===== config.mk =====
export PLATFORM = sky130hd
export DESIGN_NAME = script_token_scanner_top
export DESIGN_NICKNAME = d
export VERILOG_FILES = /design/src/sv/sts_pkg.sv /design/src/sv/sts_front.sv /design/src/sv/sts_fifo.sv /design/src/sv/sts_back.sv /design/src/sv/script_token_scanner_top.sv
export VERILOG_INCLUDE_DIRS = /design/src /design/src/sv
export SDC_FILE = /design/constraint.sdc
export NUM_CORES = 1
export LEC_CHECK = 0
export ABC_CLOCK_PERIOD_IN_PS = 8210
export BUFFER_PORTS_ARGS = -buffer_cell sky130_fd_sc_hd__buf_2
export CAP_MARGIN = 20
export CORE_ASPECT_RATIO = 1.1
export CORE_MARGIN = 2
export CORE_UTILIZATION = 55
export DETAILED_ROUTE_END_ITERATION = 6
export GPL_TIMING_DRIVEN = 0
export MAX_ROUTING_LAYER = met4
export PLACE_DENSITY = 0.74
export SKIP_CTS_REPAIR_TIMING = 1
export SLEW_MARGIN = 10
export SYNTH_ARGS = -nofsm -noshare
export SYNTH_HDL_FRONTEND = slang
export SYNTH_SLANG_ARGS = --single-unit

===== constraint.sdc =====
create_clock -name clk -period 8.21 [get_ports clk]
set_input_delay 1.2315 -clock clk [delete_from_list [all_inputs] [get_ports clk]]
set_output_delay 1.2315 -clock clk [all_outputs]
set_load 0.01 [all_outputs]

===== src/sv/script_token_scanner_top_macros.svh =====
`ifndef SCRIPT_TOKEN_SCANNER_TOP_MACROS_SVH
`define SCRIPT_TOKEN_SCANNER_TOP_MACROS_SVH

// Same-cycle implication, sampled on clk, off while arst_n is low.
`define STS_ASSERT_NOW(label, ante, cons, msg) \
	label: assert property (@(posedge clk) disable iff (!arst_n) (ante) |-> (cons)) \
		else $error(msg);

// Next-cycle implication, sampled on clk, off while arst_n is low.
`define STS_ASSERT_NEXT(label, ante, cons, msg) \
	label: assert property (@(posedge clk) disable iff (!arst_n) (ante) |=> (cons)) \
		else $error(msg);

`endif


===== src/sv/sts_pkg.sv =====
package sts_pkg;

	localparam int OFFSET_BITS_DEF = 16;
	localparam int QUEUE_DEPTH_DEF = 4;
	localparam int MAX_RESULTS     = 3;

	localparam logic [15:0] LEN_MAX = 16'hFFFF;

	// scan modes
	localparam logic [2:0] MODE_IDLE   = 3'd0;
	localparam logic [2:0] MODE_OP     = 3'd1;
	localparam logic [2:0] MODE_IDENT  = 3'd2;
	localparam logic [2:0] MODE_NUMBER = 3'd3;
	localparam logic [2:0] MODE_STRING = 3'd4;

	// characters
	localparam logic [7:0] CH_D          = 8'h64;
	localparam logic [7:0] CH_DOT        = 8'h2E;
	localparam logic [7:0] CH_UNDERSCORE = 8'h5F;
	localparam logic [7:0] CH_QUOTE      = 8'h22;
	localparam logic [7:0] CH_NUL        = 8'h00;
	localparam logic [7:0] CH_SPACE      = 8'h20;
	localparam logic [7:0] CH_TAB        = 8'h09;
	localparam logic [7:0] CH_CR         = 8'h0D;
	localparam logic [7:0] CH_EQ         = 8'h3D;
	localparam logic [7:0] CH_SEMI       = 8'h3B;
	localparam logic [7:0] CH_COLON      = 8'h3A;
	localparam logic [7:0] CH_LPAREN     = 8'h28;
	localparam logic [7:0] CH_RPAREN     = 8'h29;
	localparam logic [7:0] CH_COMMA      = 8'h2C;
	localparam logic [7:0] CH_PLUS       = 8'h2B;
	localparam logic [7:0] CH_MINUS      = 8'h2D;
	localparam logic [7:0] CH_BANG       = 8'h21;
	localparam logic [7:0] CH_SLASH      = 8'h2F;
	localparam logic [7:0] CH_STAR       = 8'h2A;
	localparam logic [7:0] CH_LT         = 8'h3C;
	localparam logic [7:0] CH_GT         = 8'h3E;
	localparam logic [7:0] CH_AMP        = 8'h26;
	localparam logic [7:0] CH_PIPE       = 8'h7C;
	localparam logic [7:0] CH_CARET      = 8'h5E;
	localparam logic [7:0] CH_TILDE      = 8'h7E;
	localparam logic [7:0] CH_PERCENT    = 8'h25;
	localparam logic [7:0] CH_LBRACE     = 8'h7B;
	localparam logic [7:0] CH_RBRACE     = 8'h7D;
	localparam logic [7:0] CH_LBRACKET   = 8'h5B;
	localparam logic [7:0] CH_RBRACKET   = 8'h5D;
	localparam logic [7:0] CH_LC_A       = 8'h61;
	localparam logic [7:0] CH_LC_Z       = 8'h7A;
	localparam logic [7:0] CH_UC_A       = 8'h41;
	localparam logic [7:0] CH_UC_Z       = 8'h5A;
	localparam logic [7:0] CH_0          = 8'h30;
	localparam logic [7:0] CH_9          = 8'h39;

	// token kinds
	localparam logic [5:0] KIND_ASSIGN     = 6'd0;
	localparam logic [5:0] KIND_EQ_EQ      = 6'd1;
	localparam logic [5:0] KIND_SEMI       = 6'd2;
	localparam logic [5:0] KIND_COLON      = 6'd3;
	localparam logic [5:0] KIND_LPAREN     = 6'd4;
	localparam logic [5:0] KIND_RPAREN     = 6'd5;
	localparam logic [5:0] KIND_COMMA      = 6'd6;
	localparam logic [5:0] KIND_PLUS       = 6'd7;
	localparam logic [5:0] KIND_INC        = 6'd8;
	localparam logic [5:0] KIND_PLUS_EQ    = 6'd9;
	localparam logic [5:0] KIND_MINUS      = 6'd10;
	localparam logic [5:0] KIND_DEC        = 6'd11;
	localparam logic [5:0] KIND_MINUS_EQ   = 6'd12;
	localparam logic [5:0] KIND_NOT        = 6'd13;
	localparam logic [5:0] KIND_NOT_EQ     = 6'd14;
	localparam logic [5:0] KIND_DIV        = 6'd15;
	localparam logic [5:0] KIND_DIV_EQ     = 6'd16;
	localparam logic [5:0] KIND_MUL        = 6'd17;
	localparam logic [5:0] KIND_MUL_EQ     = 6'd18;
	localparam logic [5:0] KIND_LT         = 6'd19;
	localparam logic [5:0] KIND_LT_EQ      = 6'd20;
	localparam logic [5:0] KIND_SHL        = 6'd21;
	localparam logic [5:0] KIND_GT         = 6'd22;
	localparam logic [5:0] KIND_GT_EQ      = 6'd23;
	localparam logic [5:0] KIND_SHR        = 6'd24;
	localparam logic [5:0] KIND_LOG_AND    = 6'd25;
	localparam logic [5:0] KIND_AND        = 6'd26;
	localparam logic [5:0] KIND_LOG_OR     = 6'd27;
	localparam logic [5:0] KIND_OR         = 6'd28;
	localparam logic [5:0] KIND_XOR        = 6'd29;
	localparam logic [5:0] KIND_TILDE      = 6'd30;
	localparam logic [5:0] KIND_MOD        = 6'd31;
	localparam logic [5:0] KIND_MOD_EQ     = 6'd32;
	localparam logic [5:0] KIND_LBRACE     = 6'd33;
	localparam logic [5:0] KIND_RBRACE     = 6'd34;
	localparam logic [5:0] KIND_LBRACKET   = 6'd35;
	localparam logic [5:0] KIND_RBRACKET   = 6'd36;
	localparam logic [5:0] KIND_EOF        = 6'd37;
	localparam logic [5:0] KIND_STRING     = 6'd38;
	localparam logic [5:0] KIND_IDENT      = 6'd39;
	localparam logic [5:0] KIND_DECIMAL    = 6'd40;
	localparam logic [5:0] KIND_INT        = 6'd41;
	localparam logic [5:0] KIND_ILLEGAL    = 6'd42;
	localparam logic [5:0] KIND_NONE       = 6'd63;

	typedef struct packed {
		logic [7:0] char_code;
		logic       end_of_text;
	} in_item_t;

	typedef struct packed {
		logic [5:0]  token_kind;
		logic [15:0] start_offset;
		logic [15:0] token_length;
		logic        unterminated;
		logic        last_result;
	} out_item_t;

	// all tokens one source byte gives
	typedef struct packed {
		out_item_t [MAX_RESULTS-1:0] res;
		logic [1:0]                  count;
	} bundle_t;

	function automatic logic is_letter(input logic [7:0] c);
		return c inside {[CH_LC_A:CH_LC_Z], [CH_UC_A:CH_UC_Z], CH_UNDERSCORE};
	endfunction

	function automatic logic is_digit(input logic [7:0] c);
		return c inside {[CH_0:CH_9]};
	endfunction

	function automatic logic is_space(input logic [7:0] c);
		return c inside {CH_SPACE, [CH_TAB:CH_CR]};
	endfunction

	function automatic logic can_pair(input logic [7:0] c);
		return c inside {CH_EQ, CH_PLUS, CH_MINUS, CH_BANG, CH_SLASH, CH_STAR,
			CH_LT, CH_GT, CH_AMP, CH_PIPE, CH_PERCENT};
	endfunction

	function automatic logic [5:0] single_kind(input logic [7:0] c);
		logic [5:0] k;
		case (c)
			CH_EQ:       k = KIND_ASSIGN;
			CH_SEMI:     k = KIND_SEMI;
			CH_COLON:    k = KIND_COLON;
			CH_LPAREN:   k = KIND_LPAREN;
			CH_RPAREN:   k = KIND_RPAREN;
			CH_COMMA:    k = KIND_COMMA;
			CH_PLUS:     k = KIND_PLUS;
			CH_MINUS:    k = KIND_MINUS;
			CH_BANG:     k = KIND_NOT;
			CH_SLASH:    k = KIND_DIV;
			CH_STAR:     k = KIND_MUL;
			CH_LT:       k = KIND_LT;
			CH_GT:       k = KIND_GT;
			CH_AMP:      k = KIND_AND;
			CH_PIPE:     k = KIND_OR;
			CH_CARET:    k = KIND_XOR;
			CH_TILDE:    k = KIND_TILDE;
			CH_PERCENT:  k = KIND_MOD;
			CH_LBRACE:   k = KIND_LBRACE;
			CH_RBRACE:   k = KIND_RBRACE;
			CH_LBRACKET: k = KIND_LBRACKET;
			CH_RBRACKET: k = KIND_RBRACKET;
			default:     k = KIND_NONE;
		endcase
		return k;
	endfunction

	function automatic logic [5:0] pair_kind(input logic [7:0] a, input logic [7:0] b);
		logic [5:0] k;
		k = KIND_NONE;
		if (b == CH_EQ) begin
			case (a)
				CH_EQ:      k = KIND_EQ_EQ;
				CH_PLUS:    k = KIND_PLUS_EQ;
				CH_MINUS:   k = KIND_MINUS_EQ;
				CH_BANG:    k = KIND_NOT_EQ;
				CH_SLASH:   k = KIND_DIV_EQ;
				CH_STAR:    k = KIND_MUL_EQ;
				CH_LT:      k = KIND_LT_EQ;
				CH_GT:      k = KIND_GT_EQ;
				CH_PERCENT: k = KIND_MOD_EQ;
				default:    k = KIND_NONE;
			endcase
		end else if (a == b) begin
			case (a)
				CH_PLUS:  k = KIND_INC;
				CH_MINUS: k = KIND_DEC;
				CH_LT:    k = KIND_SHL;
				CH_GT:    k = KIND_SHR;
				CH_AMP:   k = KIND_LOG_AND;
				CH_PIPE:  k = KIND_LOG_OR;
				default:  k = KIND_NONE;
			endcase
		end
		return k;
	endfunction

	function automatic logic [15:0] sat_inc(input logic [15:0] v);
		return (v == LEN_MAX) ? LEN_MAX : v + 16'd1;
	endfunction

	function automatic out_item_t mk_item(input logic [5:0] kind, input logic [15:0] start,
			input logic [15:0] len, input logic unterm);
		out_item_t r;
		r.token_kind   = kind;
		r.start_offset = start;
		r.token_length = len;
		r.unterminated = unterm;
		r.last_result  = 1'b0;
		return r;
	endfunction

endpackage


===== src/sv/sts_front.sv =====
module sts_front #(
	parameter int OFFSET_BITS = sts_pkg::OFFSET_BITS_DEF
) (
	input  logic              clk,
	input  logic              arst_n,
	input  logic              src_valid,
	output logic              src_stall,
	input  sts_pkg::in_item_t src_data,
	input  logic              q_full,
	output logic              q_push,
	output sts_pkg::bundle_t  q_bundle
);

	logic [2:0]             mode_q, mode_d;
	logic [7:0]             held_q, held_d;
	logic [OFFSET_BITS-1:0] start_q, start_d;
	logic [15:0]            len_q, len_d;
	logic [OFFSET_BITS-1:0] pos_q, pos_d;
	logic                   dot_q, dot_d;
	logic                   endd_q, endd_d;
	logic                   accept;
	sts_pkg::bundle_t       bnd;

	function automatic logic [15:0] off16(input logic [OFFSET_BITS-1:0] v);
		logic [31:0] w;
		w = 32'(v);
		return w[15:0];
	endfunction

	assign src_stall = q_full;
	assign accept    = src_valid && !q_full;
	assign q_push    = accept && (bnd.count != 2'd0);
	assign q_bundle  = bnd;

	always_comb begin
		logic [7:0]             c;
		logic                   fin;
		logic                   consumed;
		logic                   zero_eof;
		logic [1:0]             n;
		logic [5:0]             pk;
		logic [OFFSET_BITS-1:0] pos_inc;
		logic                   close_now;

		c        = src_data.char_code;
		fin      = src_data.end_of_text;
		consumed = 1'b0;
		zero_eof = 1'b0;
		n        = 2'd0;
		pk       = sts_pkg::pair_kind(held_q, c);
		pos_inc  = pos_q + OFFSET_BITS'(1);
		bnd      = '0;
		mode_d   = mode_q;
		held_d   = held_q;
		start_d  = start_q;
		len_d    = len_q;
		dot_d    = dot_q;
		endd_d   = endd_q;
		close_now = 1'b0;

		case (mode_q)
			sts_pkg::MODE_STRING: begin
				len_d = sts_pkg::sat_inc(len_q);
				if (c == sts_pkg::CH_QUOTE) begin
					bnd.res[n] = sts_pkg::mk_item(sts_pkg::KIND_STRING, off16(start_q), len_d, 1'b0);
					n = n + 2'd1;
					mode_d = sts_pkg::MODE_IDLE;
				end
				consumed = 1'b1;
			end
			sts_pkg::MODE_IDENT: begin
				if (sts_pkg::is_letter(c)) begin
					len_d = sts_pkg::sat_inc(len_q);
					consumed = 1'b1;
				end else begin
					close_now = 1'b1;
				end
			end
			sts_pkg::MODE_NUMBER: begin
				if (sts_pkg::is_digit(c) || c == sts_pkg::CH_DOT || c == sts_pkg::CH_D) begin
					len_d = sts_pkg::sat_inc(len_q);
					if (c == sts_pkg::CH_DOT) begin
						dot_d = 1'b1;
					end
					endd_d = (c == sts_pkg::CH_D);
					consumed = 1'b1;
				end else begin
					close_now = 1'b1;
				end
			end
			sts_pkg::MODE_OP: begin
				if (pk != sts_pkg::KIND_NONE) begin
					bnd.res[n] = sts_pkg::mk_item(pk, off16(start_q), 16'd2, 1'b0);
					n = n + 2'd1;
					mode_d = sts_pkg::MODE_IDLE;
					consumed = 1'b1;
				end else begin
					close_now = 1'b1;
				end
			end
			default: begin
				mode_d = sts_pkg::MODE_IDLE;
			end
		endcase

		// close the token this byte breaks off
		if (close_now) begin
			case (mode_q)
				sts_pkg::MODE_IDENT:
					bnd.res[n] = sts_pkg::mk_item(sts_pkg::KIND_IDENT, off16(start_q), len_q, 1'b0);
				sts_pkg::MODE_NUMBER:
					bnd.res[n] = sts_pkg::mk_item((dot_q || endd_q) ? sts_pkg::KIND_DECIMAL
						: sts_pkg::KIND_INT, off16(start_q), len_q, 1'b0);
				default:
					bnd.res[n] = sts_pkg::mk_item(sts_pkg::single_kind(held_q), off16(start_q),
						16'd1, 1'b0);
			endcase
			n = n + 2'd1;
			mode_d = sts_pkg::MODE_IDLE;
		end

		if (!consumed) begin
			if (sts_pkg::is_space(c)) begin
				mode_d = mode_d;
			end else if (c == sts_pkg::CH_NUL) begin
				bnd.res[n] = sts_pkg::mk_item(sts_pkg::KIND_EOF, off16(pos_q), 16'd0, 1'b0);
				n = n + 2'd1;
				zero_eof = 1'b1;
			end else if (c == sts_pkg::CH_QUOTE) begin
				mode_d  = sts_pkg::MODE_STRING;
				start_d = pos_q;
				len_d   = 16'd1;
			end else if (sts_pkg::is_letter(c)) begin
				mode_d  = sts_pkg::MODE_IDENT;
				start_d = pos_q;
				len_d   = 16'd1;
			end else if (sts_pkg::is_digit(c)) begin
				mode_d  = sts_pkg::MODE_NUMBER;
				start_d = pos_q;
				len_d   = 16'd1;
				dot_d   = 1'b0;
				endd_d  = 1'b0;
			end else if (sts_pkg::can_pair(c)) begin
				mode_d  = sts_pkg::MODE_OP;
				held_d  = c;
				start_d = pos_q;
				len_d   = 16'd1;
			end else if (sts_pkg::single_kind(c) != sts_pkg::KIND_NONE) begin
				bnd.res[n] = sts_pkg::mk_item(sts_pkg::single_kind(c), off16(pos_q), 16'd1, 1'b0);
				n = n + 2'd1;
			end else begin
				bnd.res[n] = sts_pkg::mk_item(sts_pkg::KIND_ILLEGAL, off16(pos_q), 16'd1, 1'b0);
				n = n + 2'd1;
			end
		end

		if (fin) begin
			// flush whatever is still open, then mark end of text
			case (mode_d)
				sts_pkg::MODE_IDENT: begin
					bnd.res[n] = sts_pkg::mk_item(sts_pkg::KIND_IDENT, off16(start_d), len_d, 1'b0);
					n = n + 2'd1;
				end
				sts_pkg::MODE_NUMBER: begin
					bnd.res[n] = sts_pkg::mk_item((dot_d || endd_d) ? sts_pkg::KIND_DECIMAL
						: sts_pkg::KIND_INT, off16(start_d), len_d, 1'b0);
					n = n + 2'd1;
				end
				sts_pkg::MODE_OP: begin
					bnd.res[n] = sts_pkg::mk_item(sts_pkg::single_kind(held_d), off16(start_d),
						16'd1, 1'b0);
					n = n + 2'd1;
				end
				sts_pkg::MODE_STRING: begin
					bnd.res[n] = sts_pkg::mk_item(sts_pkg::KIND_STRING, off16(start_d), len_d, 1'b1);
					n = n + 2'd1;
				end
				default: begin
					n = n;
				end
			endcase
			mode_d = sts_pkg::MODE_IDLE;
			if (!zero_eof) begin
				bnd.res[n] = sts_pkg::mk_item(sts_pkg::KIND_EOF, off16(pos_inc), 16'd0, 1'b0);
				n = n + 2'd1;
			end
			pos_d = '0;
		end else begin
			pos_d = pos_inc;
		end

		if (n != 2'd0) begin
			bnd.res[n - 2'd1].last_result = 1'b1;
		end
		bnd.count = n;
	end

	always_ff @(posedge clk or negedge arst_n) begin
		if (!arst_n) begin
			mode_q  <= sts_pkg::MODE_IDLE;
			held_q  <= '0;
			start_q <= '0;
			len_q   <= '0;
			pos_q   <= '0;
			dot_q   <= 1'b0;
			endd_q  <= 1'b0;
		end else if (accept) begin
			mode_q  <= mode_d;
			held_q  <= held_d;
			start_q <= start_d;
			len_q   <= len_d;
			pos_q   <= pos_d;
			dot_q   <= dot_d;
			endd_q  <= endd_d;
		end
	end

endmodule


===== src/sv/sts_fifo.sv =====
`include "script_token_scanner_top_macros.svh"

module sts_fifo #(
	parameter int DEPTH = sts_pkg::QUEUE_DEPTH_DEF
) (
	input  logic             clk,
	input  logic             arst_n,
	input  logic             push,
	input  sts_pkg::bundle_t push_data,
	output logic             full,
	input  logic             pop,
	output logic             empty,
	output sts_pkg::bundle_t head
);

	localparam int PTR_W = $clog2(DEPTH);
	localparam int CNT_W = $clog2(DEPTH + 1);

	sts_pkg::bundle_t mem_q [DEPTH];
	logic [PTR_W-1:0] wr_ptr_q;
	logic [PTR_W-1:0] rd_ptr_q;
	logic [CNT_W-1:0] cnt_q;

	assign full  = (cnt_q == CNT_W'(DEPTH));
	assign empty = (cnt_q == '0);
	assign head  = mem_q[rd_ptr_q];

	always_ff @(posedge clk) begin
		if (push) begin
			mem_q[wr_ptr_q] <= push_data;
		end
	end

	always_ff @(posedge clk or negedge arst_n) begin
		if (!arst_n) begin
			wr_ptr_q <= '0;
			rd_ptr_q <= '0;
			cnt_q    <= '0;
		end else begin
			if (push) begin
				wr_ptr_q <= (wr_ptr_q == PTR_W'(DEPTH - 1)) ? '0 : wr_ptr_q + 1'b1;
			end
			if (pop) begin
				rd_ptr_q <= (rd_ptr_q == PTR_W'(DEPTH - 1)) ? '0 : rd_ptr_q + 1'b1;
			end
			if (push && !pop) begin
				cnt_q <= cnt_q + 1'b1;
			end else if (pop && !push) begin
				cnt_q <= cnt_q - 1'b1;
			end
		end
	end

	`STS_ASSERT_NOW(a_no_push_full, push, !full, "push into full queue")
	`STS_ASSERT_NOW(a_no_pop_empty, pop, !empty, "pop from empty queue")
	`STS_ASSERT_NOW(a_no_empty_bundle, push, push_data.count != 2'd0, "empty bundle queued")

endmodule


===== src/sv/sts_back.sv =====
`include "script_token_scanner_top_macros.svh"

module sts_back (
	input  logic               clk,
	input  logic               arst_n,
	input  logic               q_empty,
	input  sts_pkg::bundle_t   q_head,
	output logic               q_pop,
	output logic               tok_valid,
	input  logic               tok_stall,
	output sts_pkg::out_item_t tok_data
);

	logic [1:0]         idx_q;
	logic               out_valid_q;
	sts_pkg::out_item_t out_q;
	logic               load;
	logic               take;
	logic               last_of;

	assign load    = !out_valid_q || !tok_stall;
	assign take    = load && !q_empty;
	assign last_of = (idx_q == q_head.count - 2'd1);
	assign q_pop   = take && last_of;

	assign tok_valid = out_valid_q;
	assign tok_data  = out_q;

	always_ff @(posedge clk) begin
		if (take) begin
			out_q <= q_head.res[idx_q];
		end
	end

	always_ff @(posedge clk or negedge arst_n) begin
		if (!arst_n) begin
			out_valid_q <= 1'b0;
			idx_q       <= '0;
		end else begin
			if (load) begin
				out_valid_q <= !q_empty;
			end
			// advance within the bundle; drop it after its last token
			if (take) begin
				idx_q <= last_of ? 2'd0 : idx_q + 2'd1;
			end
		end
	end

	`STS_ASSERT_NEXT(a_bundle_continues, out_valid_q && !out_q.last_result, out_valid_q,
		"gap inside a token bundle")
	`STS_ASSERT_NOW(a_idx_in_range, !q_empty, idx_q < q_head.count, "bundle index past count")
	`STS_ASSERT_NOW(a_last_on_pop, q_pop, q_head.res[idx_q].last_result,
		"bundle popped before its last token")

endmodule


===== src/sv/script_token_scanner_top.sv =====
// Script token scanner: takes one source byte per cycle on src and sends tokens
// (kind, start offset, length, unterminated flag, last-of-byte flag) on tok. The
// front scanner handles a byte combinationally and needs no gap between bytes;
// it hands the tokens a byte closes, if any (up to three), as one entry into a
// QUEUE_DEPTH-entry queue. The back end sends one token per cycle while tok_stall
// is low, so a byte's tokens leave tok one after another; src stalls only when
// the queue is full. Tokens pass the queue, then the back end's output register.
// Offsets count modulo 2^OFFSET_BITS; end_of_text restarts them at zero.
module script_token_scanner_top #(
	parameter int OFFSET_BITS = sts_pkg::OFFSET_BITS_DEF,
	parameter int QUEUE_DEPTH = sts_pkg::QUEUE_DEPTH_DEF
) (
	input  logic               clk,
	input  logic               arst_n,
	input  logic               src_valid,
	output logic               src_stall,
	input  sts_pkg::in_item_t  src_data,
	output logic               tok_valid,
	input  logic               tok_stall,
	output sts_pkg::out_item_t tok_data
);

	logic             q_full;
	logic             q_push;
	logic             q_pop;
	logic             q_empty;
	sts_pkg::bundle_t q_in;
	sts_pkg::bundle_t q_head;

	sts_front #(
		.OFFSET_BITS(OFFSET_BITS)
	) u_front (
		.clk      (clk),
		.arst_n   (arst_n),
		.src_valid(src_valid),
		.src_stall(src_stall),
		.src_data (src_data),
		.q_full   (q_full),
		.q_push   (q_push),
		.q_bundle (q_in)
	);

	sts_fifo #(
		.DEPTH(QUEUE_DEPTH)
	) u_fifo (
		.clk      (clk),
		.arst_n   (arst_n),
		.push     (q_push),
		.push_data(q_in),
		.full     (q_full),
		.pop      (q_pop),
		.empty    (q_empty),
		.head     (q_head)
	);

	sts_back u_back (
		.clk      (clk),
		.arst_n   (arst_n),
		.q_empty  (q_empty),
		.q_head   (q_head),
		.q_pop    (q_pop),
		.tok_valid(tok_valid),
		.tok_stall(tok_stall),
		.tok_data (tok_data)
	);

endmodule


After elaboration in Yosys (flattened, before gate mapping)
Memories as Yosys holds them, arrays and structs flattened.
Index checks and enable logic that the tools add are counted.
{ "classes": {"muxes": 158, "order_cmp": 19, "eq_ne": 87, "addsub": 13, "n_reduce_logical": 35} }
{ "op_table": {"columns": ["cell", "count"], "rows": [
  ["$mux W120", 13],
  ["$bwmux W120", 12],
  ["$pmux W120 S4", 1],
  ["$demux W40 S2", 5],
  ["$pmux W6 S22", 3],
  ["$eq A8 B6 Y1 const B", 48],
  ["$mux W16", 18],
  ["$mux W40", 7],
  ["$pmux W120 S2", 1],
  ["$eq A8 B7 Y1 const B", 23],
  ["$mux W6", 21],
  ["$bmux W40 S2", 1],
  ["$pmux W40 S2", 1],
  ["$mux W8", 7],
  ["$pmux W6 S9", 1],
  ["$pmux W16 S3", 1],
  ["$mux W3", 13],
  ["$pmux W6 S6", 1],
  ["$mux W1", 33],
  ["$add A16 B1 Y16 const B", 2],
  ["$mux W2", 15],
  ["$lt A2 B3 Y1 const B", 6],
  ["$eq A16 B16 Y1 const B", 1],
  ["$ge A8 B7 Y1 const B", 2],
  ["31 further kinds", 76]
]} }
{ "word_totals": {"regBits": 111, "ram_bits": 488, "output_inout_bits": 42, "in_bits": 13, "mem_count": 1} }
{ "memory_table": {"columns": ["memory", "depth", "word_bits", "rd", "rd_clocked_by_memory_dff", "wr", "line_no", "source"], "rows": [
  ["u_fifo.mem_q", 4, 122, 1, 0, 1, "sts_fifo.sv:19", "sts_pkg::bundle_t mem_q [DEPTH];"]
]} }

Longest topological paths before layout
Gate-level depths: netlist (run 1).
{ "depth": {"word_depth": 35, "ltp_mapped": 28} }

Hierarchy
A second synthesis (run 1) with hierarchy kept.
{ "hier_totals": {"cells_unflattened": 2177, "hier_area_um2": 28961.5} }
{ "modules_own_cells": {"columns": ["mod", "area_each_um2", "instances", "cells_per_inst"], "rows": [
  ["sts_fifo", 18002.3, 1, 675],
  ["sts_front", 8752.1, 1, 1309],
  ["sts_back", 2207.1, 1, 193]
]} }

Least setup slack after synthesis (run 1)
No wires, ideal clock.
{ "synth_path": {"path_type": "input to register", "start": "in src_data[8] (netlist name)", "end": "mem u_fifo.mem_q[0][0] (netlist name) (enable)", "n_path_buf": 2, "cell_stages": 20, "t_required_ps": 7714, "t_arrival_ps": 8137, "slack_ps": -423, "setup_time_ps": 496, "cell_sequence": "clkbuf_1 > xor2_1 > nor4_1 > nand3_1 > o41a_1 > a21oi_1 > ha_1 > inv_1 > or4_1 > buf_4 > o21ai_2 > inv_2 > ha_1 > nand2_1 > o21a_1 > ha_1 > nor2_1 > a21oi_4 > a21oi_4 > and2_1"} }
{ "synth_via": {"elab_chain_len": 26, "word_cells_on_any_way": 88, "classes_between": "add/sub (4); order compare (8); eq/ne (22); mux (41); reduce/logical (13)"} }
{ "synth_rtl": {"columns": ["element", "line_no", "source"], "rows": [
  ["from (decl)", "script_token_scanner_top.sv:17", "input sts_pkg::in_item_t src_data,"],
  ["$eq A8 B8 Y1", "sts_pkg.sv:182", "end else if (a == b) begin"],
  ["$mux W6", "sts_pkg.sv:182", null],
  ["$mux W6", "sts_pkg.sv:169", "if (b == CH_EQ) begin"],
  ["$ne A6 B6 Y1", "sts_front.sv:92", "if (pk != sts_pkg::KIND_NONE) begin"],
  ["$mux W1", "sts_front.sv:92", null],
  ["$pmux W2 S2", "sts_front.sv:61", "case (mode_q)"],
  ["$add A2 B1 Y2", "sts_front.sv:118", "n = n + 2'd1;"],
  ["$mux W2", "sts_front.sv:107", "if (close_now) begin"],
  ["[11 not listed]", null, null],
  ["$add A2 B1 Y2", "sts_front.sv:185", "n = n + 2'd1;"],
  ["$mux W2", "sts_front.sv:183", "if (!zero_eof) begin"],
  ["$mux W2 (*)", "sts_front.sv:157", "if (fin) begin"],
  ["$reduce_bool A2 Y1 (*)", "sts_front.sv:32", "assign q_push = accept && (bnd.count != 2'd0);"],
  ["$logic_and A1 B1 Y1 (*)", "sts_front.sv:32", null],
  ["net q_push", "script_token_scanner_top.sv:24", "logic q_push;"],
  ["$mux W1 (*)", "sts_fifo.sv:29", "if (push) begin"],
  ["$mux W1 (not written as such) (*)", "sts_fifo.sv:30", "mem_q[wr_ptr_q] <= push_data;"],
  ["to (decl)", "sts_fifo.sv:19", null]
]} }
Mark *: on every way through the listed nets, which the timed path passes. The rest lies on a longest branch. The select of a mux whose other input is x is not followed.

Final worst setup path (run 1)
{ "layout_path": {"start": "in src_data[6] (netlist name)", "end": "mem u_fifo.mem_q[2][106] (netlist name) (enable)"} }
The elaborated chain is that of the path after synthesis.

==> impl_results.md, run 1 <==
* Status: finished, final reports clean
* RD Place Congestion at around 1.0
* #FFs+latches synth at around 600
* GRT Total Usage at 0.319
* Largest net degree at the start of global routing at 53
* Vias in the first global route at 20500
* Detail Route Antenna Nets at 0
* Buffers on Ports at 54
* Min Hold Slack at 0.490 ns
* Worst Tran Pin Value at around 1.1 ns
* Setup crit end kind: register
* Ys async rst share at 0.119
* DRT Pass-1 Iters at 7
* Dominant cells by area after synthesis: edfxtp_1 (55%), mux4_2 (9.5%), dfrtp_1 (6.1%)
* Die width at 223 µm
* Global route overflow at 0
* Yosys cell types at between 90 and 100
* Total Power at approximately 11000 µW
* Syn_nets at 2279
* CTS root buffer: clkbuf_16
* Yosys warns at 0
* Initial antenna violation count at 1
* Pwr per Cell Area at 338 nW/µm²
* Initial Util at 0.556
* Synth-to-layout area growth at 11.7%
* Synth area leader: edfxtp_1
* DRT iter0 DRCs at 2527
* CP startpoint kind: input pin
* Residual DRC at 0
* CTS Buffer Depth at 3
* Worst-path clk slew at 0.06 ns
* Syn_area_per_cell at 12.9 µm²
* Syn Inst Count at 2249
* FF/Latch Area at 17600 µm²
* Rows at 88
* Io pins at 55
* Layout fillers at 3935
* Nets at 2410
* Max VDD drop at between 150 and 200 µV
* Max_cap viols at 0
* Area of the core at around 52000 µm²
* Via-per-instance ratio at approximately 6.7
* Slew margin rel. at 0.273
* Static leakage at between 0.01 and 0.015 µW
* Layout cell share with drive strength beyond 1 at 0.149
* Kind of critical path: input pin to register
* Leading cell type by number of instances after synthesis: edfxtp_1
* Die height at 245 µm
* Placed wire-length estimate at 58700 µm
* CTS buffer count at 58
* WP data arrival at approximately 8.1 ns
* Post-synth top flop: edfxtp_1
* Post-layout min period at between 7 and 8 ns
* Hold Crit Class: register to register
* Final setup violation count at 0
* RSZ-0062 raised after global routing: false
* Seq/Total Area, Yosys at 0.607
* Via Count at just over 20000
* CTS HTree Levels at 2
* Max-slew violation count at 0
* Routed WL per cell at between 20 and 30 µm
* Final wirelength at approximately 85000 µm
* Critical Path RT at 8.50 ns
* Mapped Area at 29100 µm²
* CTS tree: done
* Period utilization at 0.955
* Hold Vio Cnt, Final at 0
* Synth top cells by count: edfxtp_1 (528), nand2_1 (244), o21ai_0 (204)
* First-pass GRT wire length at 127000 µm
* Clk Latency, worst-skew pair at slightly above 0.6 ns
* CTS sink cnt at 599
* Highest clock rate at around 130 MHz
* Critical-path maximum fanout at 52
* Die area at ~55000 µm²
* Multi-input gate area at 10700 µm²
* Synth top area share at 0.546
* EDFF count, synth at 528
* Final Skew at roughly 0.02 ns
## cell usage in the layout (no fill, tap or decap), drive strengths merged, types with 6 or more instances in the layout
| cell | synthesis | final |
|---|---|---|
| o21a | 6 | 6 |
| o31a | 7 | 7 |
| a31oi | 19 | 19 |
| nor3 | 44 | 44 |
| and2 | 25 | 25 |
| mux2i | 54 | 54 |
| or3 | 10 | 10 |
| inv | 29 | 35 |
| o211ai | 22 | 22 |
| o21ai | 214 | 214 |
| a22oi | 18 | 18 |
| and3 | 30 | 30 |
| a311o | 8 | 8 |
| mux4 | 123 | 123 |
| nand2 | 245 | 245 |
| nand2b | 23 | 23 |
| o22ai | 47 | 47 |
| o31ai | 11 | 11 |
| a32oi | 22 | 22 |
| a21o | 6 | 6 |
| a21oi | 131 | 131 |
| edfxtp | 528 | 528 |
| clkbuf | 122 | 201 |
| xor2 | 17 | 17 |
| nor4 | 7 | 7 |
| nor2 | 138 | 138 |
| clkinv | 2 | 17 |
| ha | 16 | 16 |
| mux2 | 18 | 18 |
| nor2b | 17 | 17 |
| a211oi | 6 | 6 |
| buf | 42 | 113 |
| dfrtp | 71 | 71 |
| xnor2 | 9 | 9 |
| nand3 | 57 | 57 |
| or2 | 13 | 13 |
## final timing paths
check | start | end | slack [ns] | depth (start not counted)
min in group asynchronous | arst_n | u_front.start_q[9] | 0.59 | 1
worst max-delay path | src_data[6] | u_fifo.mem_q[2][106] | 0.37 | 24
worst min register to register | u_fifo.cnt_q[2] | u_fifo.cnt_q[2] | 0.49 | 1
max in group asynchronous | arst_n | u_front.len_q[7] | 6.94 | 2
worst min-delay path | u_fifo.cnt_q[2] | u_fifo.cnt_q[2] | 0.49 | 1
worst max register to register | u_front.held_q[0] | u_fifo.mem_q[2][106] | 0.84 | 22
## final cells by class
| cell class | count | area share |
|---|---|---|
| multi-input combinational | 1455 | 0.329 |
| buffer | 164 | 0.0207 |
| clock inverter | 27 | 0.00910 |
| antenna | 1 | 0.0000771 |
| timing repair buffer | 71 | 0.0192 |
| sequential | 599 | 0.543 |
| clock buffer | 79 | 0.0496 |
| inverter | 31 | 0.00359 |
| tap | 675 | 0.0260 |
## per-layer routing
layer | vias to the layer above | GRT usage | wire length, µm
li1 | 8989 | - | -
met2 | 1146 | 0.492 | 40000
met4 | 0 | 0.116 | 2890
met5 | - | - | 0
met1 | 10400 | 0.431 | 34100
met3 | 211 | 0.0558 | 7600
## power breakdown
| group | switching (µW) | internal, µW | total (µW) |
|---|---|---|---|
| clock | 1140 | 1510 | 2650 |
| sequential | 212 | 4150 | 4370 |
| combinational | 2510 | 1450 | 3960 |
## through the flow
stage / setup TNS, ns / cells / utilization / area (µm²) / setup slack (ns)
3_3_place_gp: -725.47 / 2978 / 0.577 / 30200 / -1.57
3_5_place_dp: -13.91 / 2991 / 0.583 / 30500 / -0.123
5_1_grt: 0 / 3101 / 0.621 / 32500 / 0.0458
6_report: 0 / 3102 / 0.621 / 32500 / 0.369
4_1_cts: 0 / 3097 / 0.620 / 32400 / 0.470
2_1_floorplan: 0 / 2249 / - / 29100 / 0.934
## cells by family (layout without fill, tap and decap cells)
| logic type | count (synthesis) | count (layout) | share of synthesized area |
|---|---|---|---|
| adder cells (fa/ha/maj) | 18 | 18 | 0.00792 |
| XOR/XNOR | 26 | 26 | 0.00809 |
| flip-flops | 599 | 599 | 0.607 |
| multiplexers | 195 | 195 | 0.121 |
| other | 0 | 1 | 0 |
| buffers and inverters | 195 | 372 | 0.0271 |
| AND/OR/NAND/NOR | 642 | 642 | 0.104 |
| AO/OA/AOI/OAI | 574 | 574 | 0.125 |
## state kept, by name, summed over array words and instances (netlist names)
register,count
u_fifo.mem_q,488
u_back.tok_data,40
u_front.len_q,16
u_front.pos_q,16
u_front.start_q,16
u_front.held_q,8
u_fifo.cnt_q,3
u_front.mode_q,3
u_back.idx_q,2
u_fifo.rd_ptr_q,2
u_fifo.wr_ptr_q,2
u_back.tok_valid,1
u_front.dot_q,1
u_front.endd_q,1
## worst max-delay path, cell delays in order
cell and delay (ns):
buf_2 0.12, clkbuf_1 0.41, nor3b_1 0.47, o221ai_1 0.35, nand3_1 0.23, o21ai_0 0.12, and2_1 0.30, a21oi_1 0.64
ha_1 0.34, inv_1 0.10, or4_1 0.53, buf_4 0.20, o21ai_2 0.10, inv_2 0.09, ha_1 0.41, nand2_1 0.08
o21a_1 0.12, ha_1 0.28, nor2_1 0.18, a21oi_4 0.11, a21oi_4 0.32, and2_4 0.61, buf_16 0.31, buf_16 0.31
Note: power is estimated with default switching activity, not from simulation.
==> run 2, diff against run 1 <==
--- a/config.mk
+++ b/config.mk
@@ -15,7 +15,7 @@
 export DETAILED_ROUTE_END_ITERATION = 6
 export GPL_TIMING_DRIVEN = 0
 export MAX_ROUTING_LAYER = met4
-export PLACE_DENSITY = 0.74
+export PLACE_DENSITY = 0.7
 export SKIP_CTS_REPAIR_TIMING = 1
 export SLEW_MARGIN = 10
 export SYNTH_ARGS = -nofsm -noshare
==> impl_results.md, run 2 (synthesis gave the netlist of run 1 again) <==
* WP data arrival at 8.29 ns (+0.16 ns)
* Design Area, Final at 32500 µm² (+0.24%)
* Area of the core at 52300 µm² (unchanged)
* Commonest non-fill, non-tap cell in the layout: edfxtp_1
* Max-slew violation count at 0 (unchanged)
* Final setup violation count at 0 (unchanged)
* Crit path depth at 25 (+4.2%)
* Synth-to-layout area growth at 12.0%
* Worst-path clk slew at 0.06 ns (about the same)
* CTS buffer count at 58 (unchanged)
* Routed WL per cell at 28.5 µm (+4.4%)
* Min Hold Slack at 0.481 ns (-0.00865 ns)
* Initial Util at 0.556 (unchanged)
* Cell family with most CP delay: compound AO/OA/AOI/OAI gates
* Launch point of the worst path: src_data[6]
* Via Count at 20800 (+0.096%)
* Clk Latency, worst-skew pair at 0.64 ns (+0.02 ns)
* Final wirelength at 88400 µm (+4.6%)
* DRT Pass-1 Iters at 6 (-1)
* Hold Crit Class: register to register
* CTS root buffer: clkbuf_16
* CTS sink cnt at 599 (unchanged)
* Worst r2r src: u_front.held_q[0]
* Internal power at 7150 µW (+0.50%)
* Critical-path maximum fanout at 10 (-81%)
* CTS Buffer Depth at 3 (unchanged)
* Met3 routed WL at 7310 µm (-3.8%)
* Residual DRC at 0 (unchanged)
* Placed wire-length estimate at 62300 µm (+6.2%)
* R2R Path End: u_fifo.mem_q[2][109]
* Routed metal-1 wirelength at 35900 µm (+5.2%)
* DRT iter0 DRCs at 2237 (-11%)
* Vias in the first global route at 20600 (+0.31%)
* RD Place Congestion at 0.986 (-2.1%)
* Global route overflow at 0 (unchanged)
* Reg with most FFs: u_fifo.mem_q
* Slew margin rel. at 0.208 (-0.0650)
* Initial antenna violation count at 2 (+1)
* Crit-path max cell delay at 0.87 ns (+0.23 ns)
* Layout Cells excl Fill at 3107 (+0.16%)
* Hold path cells at 1 (unchanged)
* Most frequent cells in the layout: edfxtp_1 (528), nand2_1 (244), o21ai_0 (204)
* FF-to-FF path depth at 23 (+4.5%)
* CTS tree: done
* CP startpoint kind: input pin
* Die area at 54700 µm² (unchanged)
* Nets at 2412 (+0.083%)
* Max reg flops at 488 (unchanged)
* Post-route setup slack at 0.188 ns (-0.181 ns)
* Detail Route Antenna Nets at 0 (unchanged)
* Post-Place Cells at 2993 (+0.067%)
* Critical Path RT at 8.48 ns (-0.02 ns)
* Capture point of the critical path: u_fifo.mem_q[2][109]
* Pwr per Cell Area at 341 nW/µm² (+0.91%)
* Period utilization at 0.977 (+0.0220)
* CP bufs+invs at 7 (unchanged)
* Hold Vio Cnt, Final at 0 (unchanged)
* Final Skew at 0.0318 ns (+0.0117 ns)
* Max VDD drop at 244 µV (+33%)
* Highest metal used: met4
* Met2 routed WL at 41800 µm (+4.7%)
* Util after Layout at 0.622 (+0.00148)
* Worst R2R Setup Slack at 0.70 ns (-0.14 ns)
* Status: finished, final reports clean
* Die height at 245 µm (unchanged)
* Max_cap viols at 0 (unchanged)
* Combinational Power Share at 0.362 (about the same)
* Worst Tran Pin Value at 1.18 ns (+0.0851 ns)
* Psw at 3960 µW (+2.4%)
* Io pins at 55 (unchanged)
* First-pass GRT wire length at 132000 µm (+3.7%)
* CTS HTree Levels at 2 (unchanged)
* Layout cell share with drive strength beyond 1 at 0.150 (+0.00134)
* Placed Area at 30500 µm² (about the same)
* Rows at 88 (unchanged)
* Kind of critical path: input pin to register
* Setup crit end kind: register
* Static leakage at 0.0110 µW (+0.20%)
* GRT Total Usage at 0.335 (+0.0159)
* Die width at 223 µm (unchanged)
* Via-per-instance ratio at 6.70 (about the same)
* Crit path max-delay cell type: o21ai_0
* Clock power share at 0.244 (+0.002)
* Dpl ws at -0.627 ns (-0.503 ns)
* Post-layout min period at 8.02 ns (+0.181 ns)
* Buffers on Ports at 54 (unchanged)
* Largest net degree at the start of global routing at 53 (unchanged)
* Switch share at 0.356 (+0.00420)
* Highest clock rate at 125 MHz (-2.3%)
* Layout fillers at 3960 (+0.64%)
* RSZ-0062 raised after global routing: false
* Sequential power share at 0.393 (-0.005)
## run 2: changes by cell type in the layout (fill, tap and decap cells not counted), sizes merged
cell	delta
clkinvlp	+3
buf	+1
bufinv	+3
inv	-1
clkinv	+7
clkbuf	-8
## run 2: worst min-delay path by stage
stage                  endpoint  slack (ns)             start
2_1_floorplan   u_fifo.cnt_q[2]        0.46   u_fifo.cnt_q[2]
6_report        u_fifo.cnt_q[2]        0.48   u_fifo.cnt_q[2]
4_1_cts         u_fifo.cnt_q[2]        0.48   u_fifo.cnt_q[2]
3_5_place_dp    u_fifo.cnt_q[2]        0.48   u_fifo.cnt_q[2]
5_1_grt         u_fifo.cnt_q[2]        0.53   u_fifo.cnt_q[2]
3_3_place_gp   u_back.tok_valid        0.47  u_back.tok_valid
## run 2: power groups by stage
| stage | registers [µW] | clock network, µW | logic (µW) |
|---|---|---|---|
| floorplan | 4440 | 0 | 2490 |
| finish | 4370 | 2720 | 4020 |
| CTS | 4370 | 2750 | 3980 |
| global placement | 4450 | 0 | 3800 |
| detailed placement | 4430 | 0 | 3960 |
| global route | 4420 | 2870 | 4300 |
## run 2: metrics by stage
| stage | total power (µW) | setup TNS (ns) |
|---|---|---|
| finish | 11100 | 0 |
| global route | 11600 | 0 |
| CTS | 11100 | 0 |
| detailed placement | 8380 | -101.36 |
| global placement | 8260 | -1088.39 |
| floorplan | 6940 | 0 |
## run 2: area by class of cell
cell class / count / area [µm²] / share of cell area
multi-input combinational: 1455 / 10700 / 0.328
buffer: 164 / 671 / 0.0206
tap: 675 / 845 / 0.0260
clock inverter: 39 / 452 / 0.0139
sequential: 599 / 17600 / 0.542
antenna: 1 / 2.50 / 0.0000769
inverter: 31 / 116 / 0.00358
clock buffer: 70 / 1500 / 0.0460
timing repair buffer: 73 / 652 / 0.0200
## run 2: routing by layer
metal,track usage,up-vias
met5,-,-
met4,0.127,0
met3,0.0478,194
met2,0.520,1125
met1,0.455,10500
li1,-,9010
